$ cat src/bubble_sorter_macros.svh
// ----------------------------------------------------------------------------
// Bubble sorter assertion macros
// Shared property shorthands for the sorter's concurrent checks.
// ----------------------------------------------------------------------------
`ifndef BUBBLE_SORTER_MACROS_SVH
`define BUBBLE_SORTER_MACROS_SVH

// Same-cycle implication, checked on every rising edge outside reset
`define BS_ASSERT_NOW(label, clk, rst, ante, cons, msg) \
  label: assert property (@(posedge clk) disable iff (rst) (ante) |-> (cons)) \
    else $error(msg);

// Next-cycle implication, checked on every rising edge outside reset
`define BS_ASSERT_NEXT(label, clk, rst, ante, cons, msg) \
  label: assert property (@(posedge clk) disable iff (rst) (ante) |=> (cons)) \
    else $error(msg);

`endif

$ cat src/bs_pkg.sv
// ----------------------------------------------------------------------------
// Bubble sorter package
// Word types, cell link types and sizing constants shared by the sorter.
// ----------------------------------------------------------------------------
package bs_pkg;

  localparam int VALUE_W      = 16;
  localparam int CAPACITY_DEF = 64;

  // Input word
  typedef struct packed {
    logic [VALUE_W-1:0] sample_value;
    logic               closes_set;
  } item_t;

  // Result word
  typedef struct packed {
    logic [VALUE_W-1:0] sorted_value;
    logic               final_of_run;
    logic               overflowed;
  } result_t;

  // Broadcast control from the sequencer to every cell
  typedef struct packed {
    logic               ins;
    logic               shift;
    logic [VALUE_W-1:0] value;
  } cell_ctl_t;

  // What one cell shows its neighbors
  typedef struct packed {
    logic               valid;
    logic               gt;
    logic [VALUE_W-1:0] value;
  } cell_tap_t;

endpackage

$ cat src/bubble_sorter.sv
// ----------------------------------------------------------------------------
// Bubble sorter
// Collects a set of 16-bit words and returns them in ascending, stable order.
// ----------------------------------------------------------------------------
// Usage:
//   Present a word on item with start high; it is taken when busy is low.
//   Collection takes one word per cycle: each word is placed in order at
//   once by a chain of CAPACITY compare cells, so the chain is always sorted.
//   Equal words keep their arrival order. Words arriving while the chain is
//   full are dropped and every result of that set carries overflowed.
//   The word with closes_set high ends the set: busy rises on the next cycle
//   and the chain drains from its low end, one result per cycle, each shown
//   for one cycle with strobe high. The first result is registered from
//   the head of the chain once busy is high, and the last one is marked
//   by final_of_run. Busy falls with the last result, so the next set may
//   start while it is shown. Every result leaves by the single drain port
//   at cell zero.
//   The receiver cannot stall; results must be taken as they appear.
//   Reset empties the chain and clears the count and the drop flag.
// ----------------------------------------------------------------------------
`include "bubble_sorter_macros.svh"

module bubble_sorter #(
  parameter int CAPACITY = bs_pkg::CAPACITY_DEF
) (
  input  logic            clk,
  input  logic            rst,
  input  logic            start,
  input  bs_pkg::item_t   item,
  output logic            busy,
  output logic            strobe,
  output bs_pkg::result_t result
);

  localparam int CW = $clog2(CAPACITY + 1);

  logic [CW-1:0]     fill;
  logic              drop;
  logic              accept;
  logic              room;
  bs_pkg::cell_ctl_t ctl;
  bs_pkg::cell_tap_t taps [CAPACITY];
  bs_pkg::cell_tap_t lefts [CAPACITY];
  bs_pkg::cell_tap_t rights [CAPACITY];

  assign accept = start && !busy;
  assign room   = (fill != CW'(CAPACITY));

  // Broadcast insert and drain controls
  assign ctl = '{ins: accept && room, shift: busy, value: item.sample_value};

  // Chain of cells, wired to their neighbors
  genvar gi;
  generate
    for (gi = 0; gi < CAPACITY; gi++) begin : g_cell
      if (gi == 0) begin : g_first
        assign lefts[gi] = '{valid: 1'b0, gt: 1'b0, value: '0};
      end else begin : g_mid_l
        assign lefts[gi] = taps[gi-1];
      end
      if (gi == CAPACITY - 1) begin : g_last
        assign rights[gi] = '{valid: 1'b0, gt: 1'b1, value: '0};
      end else begin : g_mid_r
        assign rights[gi] = taps[gi+1];
      end
      bs_cell u_cell (
        .clk   (clk),
        .rst   (rst),
        .ctl   (ctl),
        .left  (lefts[gi]),
        .right (rights[gi]),
        .tap   (taps[gi])
      );
    end
  endgenerate

  // Sequence collection and drain, register results
  always_ff @(posedge clk) begin
    if (rst) begin
      fill   <= '0;
      drop   <= 1'b0;
      busy   <= 1'b0;
      strobe <= 1'b0;
    end else begin
      strobe <= busy;
      if (busy) begin
        fill <= fill - CW'(1);
        if (fill == CW'(1)) begin
          busy <= 1'b0;
          drop <= 1'b0;
        end
      end else if (accept) begin
        if (room) begin
          fill <= fill + CW'(1);
        end else begin
          drop <= 1'b1;
        end
        busy <= item.closes_set;
      end
    end
  end

  // Capture the head of the chain as it drains
  always_ff @(posedge clk) begin
    if (busy) begin
      result.sorted_value <= taps[0].value;
      result.final_of_run <= (fill == CW'(1));
      result.overflowed   <= drop;
    end
  end

  `BS_ASSERT_NOW(a_fill_bounded, clk, rst, 1'b1, fill <= CW'(CAPACITY),
    "fill count above capacity")
  `BS_ASSERT_NEXT(a_close_starts_drain, clk, rst, accept && item.closes_set, busy,
    "closing word did not start the drain")
  `BS_ASSERT_NOW(a_drain_not_empty, clk, rst, busy, fill != '0 && taps[0].valid,
    "drain with an empty chain")
  `BS_ASSERT_NOW(a_final_ends_busy, clk, rst, strobe && result.final_of_run, !busy,
    "still busy after the final result")

endmodule

$ cat src/bs_cell.sv
// ----------------------------------------------------------------------------
// Bubble sorter cell
// One slot of the sorted chain: insert-with-shift-right, or shift left on drain.
// ----------------------------------------------------------------------------
module bs_cell (
  input  logic              clk,
  input  logic              rst,
  input  bs_pkg::cell_ctl_t ctl,
  input  bs_pkg::cell_tap_t left,
  input  bs_pkg::cell_tap_t right,
  output bs_pkg::cell_tap_t tap
);

  logic                       valid;
  logic [bs_pkg::VALUE_W-1:0] value;
  logic                       gt;

  // Empty slots count as larger than anything; ties keep the older word first
  assign gt  = !valid || (value > ctl.value);
  assign tap = '{valid: valid, gt: gt, value: value};

  // Hold occupancy; on insert take the left neighbor's mark or the new word's, on drain the right's
  always_ff @(posedge clk) begin
    if (rst) begin
      valid <= 1'b0;
    end else if (ctl.ins && gt) begin
      valid <= left.gt ? left.valid : 1'b1;
    end else if (ctl.shift) begin
      valid <= right.valid;
    end
  end

  // Take the left neighbor's word or the new word on insert; advance on drain
  always_ff @(posedge clk) begin
    if (ctl.ins && gt) begin
      value <= left.gt ? left.value : ctl.value;
    end else if (ctl.shift) begin
      value <= right.value;
    end
  end

endmodule
$ cat config.mk
export PLATFORM = sky130hd
export DESIGN_NAME = bubble_sorter
export DESIGN_NICKNAME = d
export VERILOG_FILES = /design/src/bs_pkg.sv /design/src/bubble_sorter.sv /design/src/bs_cell.sv
export VERILOG_INCLUDE_DIRS = /design/src /design/src/src
export SDC_FILE = /design/constraint.sdc
export NUM_CORES = 2
export LEC_CHECK = 0
export ABC_AREA = 1
export BUFFER_PORTS_ARGS = -buffer_cell sky130_fd_sc_hd__buf_2
export CORE_ASPECT_RATIO = 0.6
export CORE_MARGIN = 2
export CORE_UTILIZATION = 35
export CTS_BUF_LIST = sky130_fd_sc_hd__clkbuf_4 sky130_fd_sc_hd__clkbuf_8
export DETAILED_ROUTE_END_ITERATION = 10
export GPL_ROUTABILITY_DRIVEN = 0
export PLACE_DENSITY_LB_ADDON = 0.08
export SYNTH_ARGS = -nofsm -noshare
export SYNTH_HDL_FRONTEND = slang
export SYNTH_SLANG_ARGS = --single-unit
$ cat constraint.sdc
create_clock -name clk -period 5.65 [get_ports clk]
set_input_delay 1.13 -clock clk [delete_from_list [all_inputs] [get_ports clk]]
set_output_delay 1.13 -clock clk [all_outputs]
set_load 0.02 [all_outputs]
# Word-level counts from Yosys, hierarchy flattened
# Index checks and enable logic that the tools add are counted.
# op_classes
n_eq_ne	4
add_sub_neg	2
reduce_logical	263
n_mux	392
magnitude_cmp	64
# op_table
operator	n
16-bit 2-to-1 mux	191
16-bit greater-than comparator	64
1-bit 2-to-1 mux	198
2-bit nonzero test	66
1-bit logical AND	66
1-bit logical NOT	65
1-bit logical OR	64
7-bit 2-to-1 mux	3
7-bit by 1-bit adder with 7-bit output (second input constant)	1
7-bit by 1-bit equality test with 1-bit output (second input constant)	1
7-bit != test (second input constant)	1
7-bit by 1-bit subtractor with 7-bit output (second input constant)	1
3-bit AND reduction	1
2-bit by 1-bit != test with 1-bit output (second input constant)	1
2-bit != test (second input constant)	1
2-bit AND reduction	1
# word_totals
input_bits	20
ff_bits	1116
word_cells	860

# Logic depth before layout (Yosys ltp)
# logic_depth
word_depth	5
depth_mapped	18
ltp_nobuf	17

# Hierarchy
# A second synthesis with hierarchy kept.
# unflattened
hier_cells	11203
hier_area_um2	88925.3
# modules_own_cells
module	cells_each	instances	area_per_inst_um2
bs_cell (g_cell[0].u_cell ...)	173	60	1370.1
bs_cell (g_cell[33].u_cell ...)	173	4	1363.8
bubble_sorter	131	1	1266.2

# Least setup slack after synthesis
# OpenSTA, ideal clock, no wires.
# synth_timing
path_kind	in2reg
start	in item[6] (netlist name)
end	reg g_cell[0].u_cell.value[0] (netlist name) (enable)
n_path_buf	2
path_stages	14
path_slack_ps	459
t_required_ps	5287
arrival_time_ps	4827
path_cell_list	clkinv_1 > clkbuf_1 > ha_1 > a21oi_1 > nor2_1 > nor3_1 > nand2_1 > nand2_1 > nand2_1 > nand2_1 > nand2_1 > nand2_1 > clkbuf_1 > nand2_1
# synth_between
elab_chain_len	4
# synth_lines
item	line	rtl
from (decl)	bubble_sorter.sv:29	input bs_pkg::item_t item,
16-bit greater-than comparator	bs_cell.sv:19	assign gt = !valid || (value > ctl.value);
1-bit logical OR	bs_cell.sv:19	
1-bit logical AND	bs_cell.sv:35	if (ctl.ins && gt) begin
2-bit nonzero test (no source line)	-	
to (signal assigned)	bs_cell.sv:36	value <= left.gt ? left.value : ctl.value;
to (signal assigned)	bs_cell.sv:38	value <= right.value;
to (decl)	bs_cell.sv:15	logic [bs_pkg::VALUE_W-1:0] value;
# Every way passes these cells.
# A chain may end at the register's enable or synchronous reset.

# Worst setup path after layout
# layout_timing
start	reg fill[0]
end	reg g_cell[1].u_cell.value[13] (netlist name) (enable)
# layout_between
elab_chain_len	4
# layout_lines
item	line	rtl
from (decl)	bubble_sorter.sv:37	logic [CW-1:0] fill;
from (signal assigned)	bubble_sorter.sv:87	fill <= fill - CW'(1);
from (signal assigned)	bubble_sorter.sv:94	fill <= fill + CW'(1);
7-bit != test	bubble_sorter.sv:47	assign room = (fill != CW'(CAPACITY));
1-bit logical AND	bubble_sorter.sv:50	assign ctl = '{ins: accept && room, shift: busy, value: item.sample_value};
1-bit logical AND	bs_cell.sv:35	
2-bit nonzero test (no source line)	-	
to (signal assigned)	bs_cell.sv:36	
to (signal assigned)	bs_cell.sv:38	
to (decl)	bs_cell.sv:15	
# Every way passes these cells.

==> flow_metrics.tcl <==
set metrics [dict create \
    cp-end-kind "flip-flop" \
    cp.arrival_ps 4230 \
    cts-root-buf "clkbuf_8" \
    finalHoldViolCount 0 \
    fp.coreArea_sq_mm 0.237 \
    critPathBufInv 4 \
    vias 77200 \
    vdd_ir_drop_max_uv 183 \
    holdBufCountCts 0 \
    drc 0 \
    grt.overflow.total 0 \
    whs_endpoint "result[0]" \
    clock_path_buffers 4 \
    drive_gt1_frac 0.0631 \
    hold_start "drop" \
    antenna_found_initial 9 \
    yosysSeqAreaShare 0.392 \
    max-cap-violations 0 \
    drv_slew 0 \
    status "completed" \
    clk_latency_ps 1010 \
    path_clk_slew_ps 60 \
    cp_top_family "simple AND/OR/NAND/NOR gates" \
    cp_slowest_cell "nand2_1" \
    p_leak_nw 43.4 \
    row_count 138 \
    area_delta_synth_final_pct 9.52 \
    synthTopCellsByArea "edfxtp_1 (37%), nand2_1 (20%), ha_1 (15%), nand3_1 (7.0%), o21ai_0 (6.3%)" \
    worstRegToRegCells 11 \
    grt_max_degree 85 \
    cts-htree-levels 4 \
    critPathKind "reg2reg" \
    cts_resized 0 \
    max_freq_mhz 274 \
    crit_cells 11 \
    powerDensity_mw_per_mm2 354 \
    timing.final.crit_share 0.646 \
    avgViaCountPerCell 5.46 \
    post_cts_buffers 0 \
    numCtsBuffers 208 \
    path_max_fanout 55 \
    finalClockSkew_ps 95.1 \
    ys_types 31 \
    grt_pass1_vias 72400 \
    crit_path_cell_trace "inv_1 > ha_1 > inv_1 > nor2_2 > nand2_1 > nand2_2 > nor2_4 > buf_12 > buf_12 > nand2_2 > nand2_1" \
    die_width_um 635 \
    slew_headroom 0.349 \
    finalSetupViolCount 0 \
    grt_use_total 0.244 \
    cts.sinks 1116 \
    avgSynthCellArea_sq_um 7.64 \
    drtIter0Drc 8340 \
    cts_tree "done" \
    synth_top_area_cell "edfxtp_1" \
    wirelength_mm 302 \
    holdWs_ps 454 \
    yosysWarnings 0 \
    ant_nets 0 \
    die_area_sq_mm 0.243 \
    fp.dieH_um 382 \
    rr_startpoint "fill[0]" \
    place_hpwl_mm 215 \
    io_pins 40 \
    start_util 0.353 \
    max_stage_delay_ps 650 \
    grt_pass1_wl_mm 460 \
    hold_depth 0 \
    drt_pass1_iterations 6 \
    worstReg2RegEnd "g_cell[1].u_cell.value[13]" \
    synth_fp_nets 12000 \
    cp.required_ps 6230 \
    worst_setup_path_start_kind "flip-flop" \
    mostFrequentLayoutCell "nand2_1" \
    worst_pin_slew_ps 974 \
    synth_cells 10900 \
    final_cell_mix "nand2_1 (4387), nand3_1 (1167), o21ai_0 (1051)" \
    synth_area_sq_mm 0.0835 \
    ys_ff_latch 1116 \
    fin_setup_tns_ps 0 \
    rsz0062_at_grt "false" \
    portBuffers 39 \
    finalCriticalPeriod_ps 3650 \
    hold_class "reg2reg" \
    r2r_slack_ps 2000 \
    synth_top_area_frac 0.375 \
    layout.nets 11900 \
    avgRoutedWirePerCell_um 21.4 \
]
==> Yosys cell counts (all sizes together) <==
library cell / count
a31oi: 2
nand2: 4418
nand3: 1167
a21o: 29
dfxtp: 74
xnor2: 1
ha: 1027
nor3b: 2
clkinv: 16
buf: 305
nor2: 341
clkbuf: 321
nor3: 46
inv: 349
nand4: 68
a21oi: 538
o221ai: 1
o21a: 34
o32ai: 1
o21ai: 1114
edfxtp: 1042
o21bai: 1
nand3b: 33
==> routing by layer <==
metal | global-route usage | vias up | wire [um]
met5 | 0 | - | 27
met4 | 0.0441 | 4 | 5000
met3 | 0.0512 | 329 | 26700
met2 | 0.305 | 2673 | 109000
met1 | 0.411 | 37000 | 162000
li1 | - | 37100 | -
==> stage by stage <==
step                      instances  setup WS (ps)  power, mW  utilization  cell area, sq um
after global routing          14100           1790       34.8        0.387             91500
after floorplan               10900            459       20.1            -             83500
after detailed placement      13800           1130       24.0        0.369             87400
final                         14100           2000       32.4        0.387             91500
after CTS                     14100           2020       32.5        0.387             91500
after global placement        13800           1080       23.8        0.369             87400
==> where the power goes <==
| group | switching (mW) | internal (mW) |
|---|---|---|
| sequential | 2.03 | 11.6 |
| combinational | 6.82 | 3.66 |
| clock | 4.02 | 4.30 |
| total | 12.9 | 19.5 |
==> worst max path at each step <==
stage / start / endpoint
final: fill[0] / g_cell[1].u_cell.value[13]
after global routing: fill[0] / g_cell[1].u_cell.value[12]
after CTS: fill[0] / g_cell[1].u_cell.value[8]
after detailed placement: item[10] / g_cell[1].u_cell.value[15]
after global placement: item[10] / g_cell[1].u_cell.value[9]
after floorplan: item[6] / g_cell[0].u_cell.value[0]
==> area by class of cell <==
type,instances,area (sq um)
fillers,24800,145000
multi-input cells,8823,46500
flip-flops and latches,1116,32800
well taps,3150,3940
clock buffers,315,3790
repair buffers,299,2740
inverters,365,1450
clock inverters,58,287
diodes,1,2.50
==> registers in the layout, indices dropped and copies added (netlist names) <==
| name | cells |
|---|---|
| busy | 1 |
| drop | 1 |
| fill | 7 |
| g_cell.u_cell.valid | 64 |
| g_cell.u_cell.value | 1024 |
| result | 18 |
| strobe | 1 |
==> cells by family (layout without fill, tap and decap cells) <==
kind of cell             Yosys count  after routing  share of synthesized area
flip-flops                      1116           1116                      0.392
XOR/XNOR                           1              1                   0.000105
buffers and inverters            991           1037                     0.0511
AND/OR/NAND/NOR                 6075           6075                      0.297
AO/OA/AOI/OAI                   1720           1720                      0.105
adder cells (fa/ha/maj)         1027           1027                      0.154
other                              0              1                          0
No activity file was read; power rests on OpenSTA's default activity.
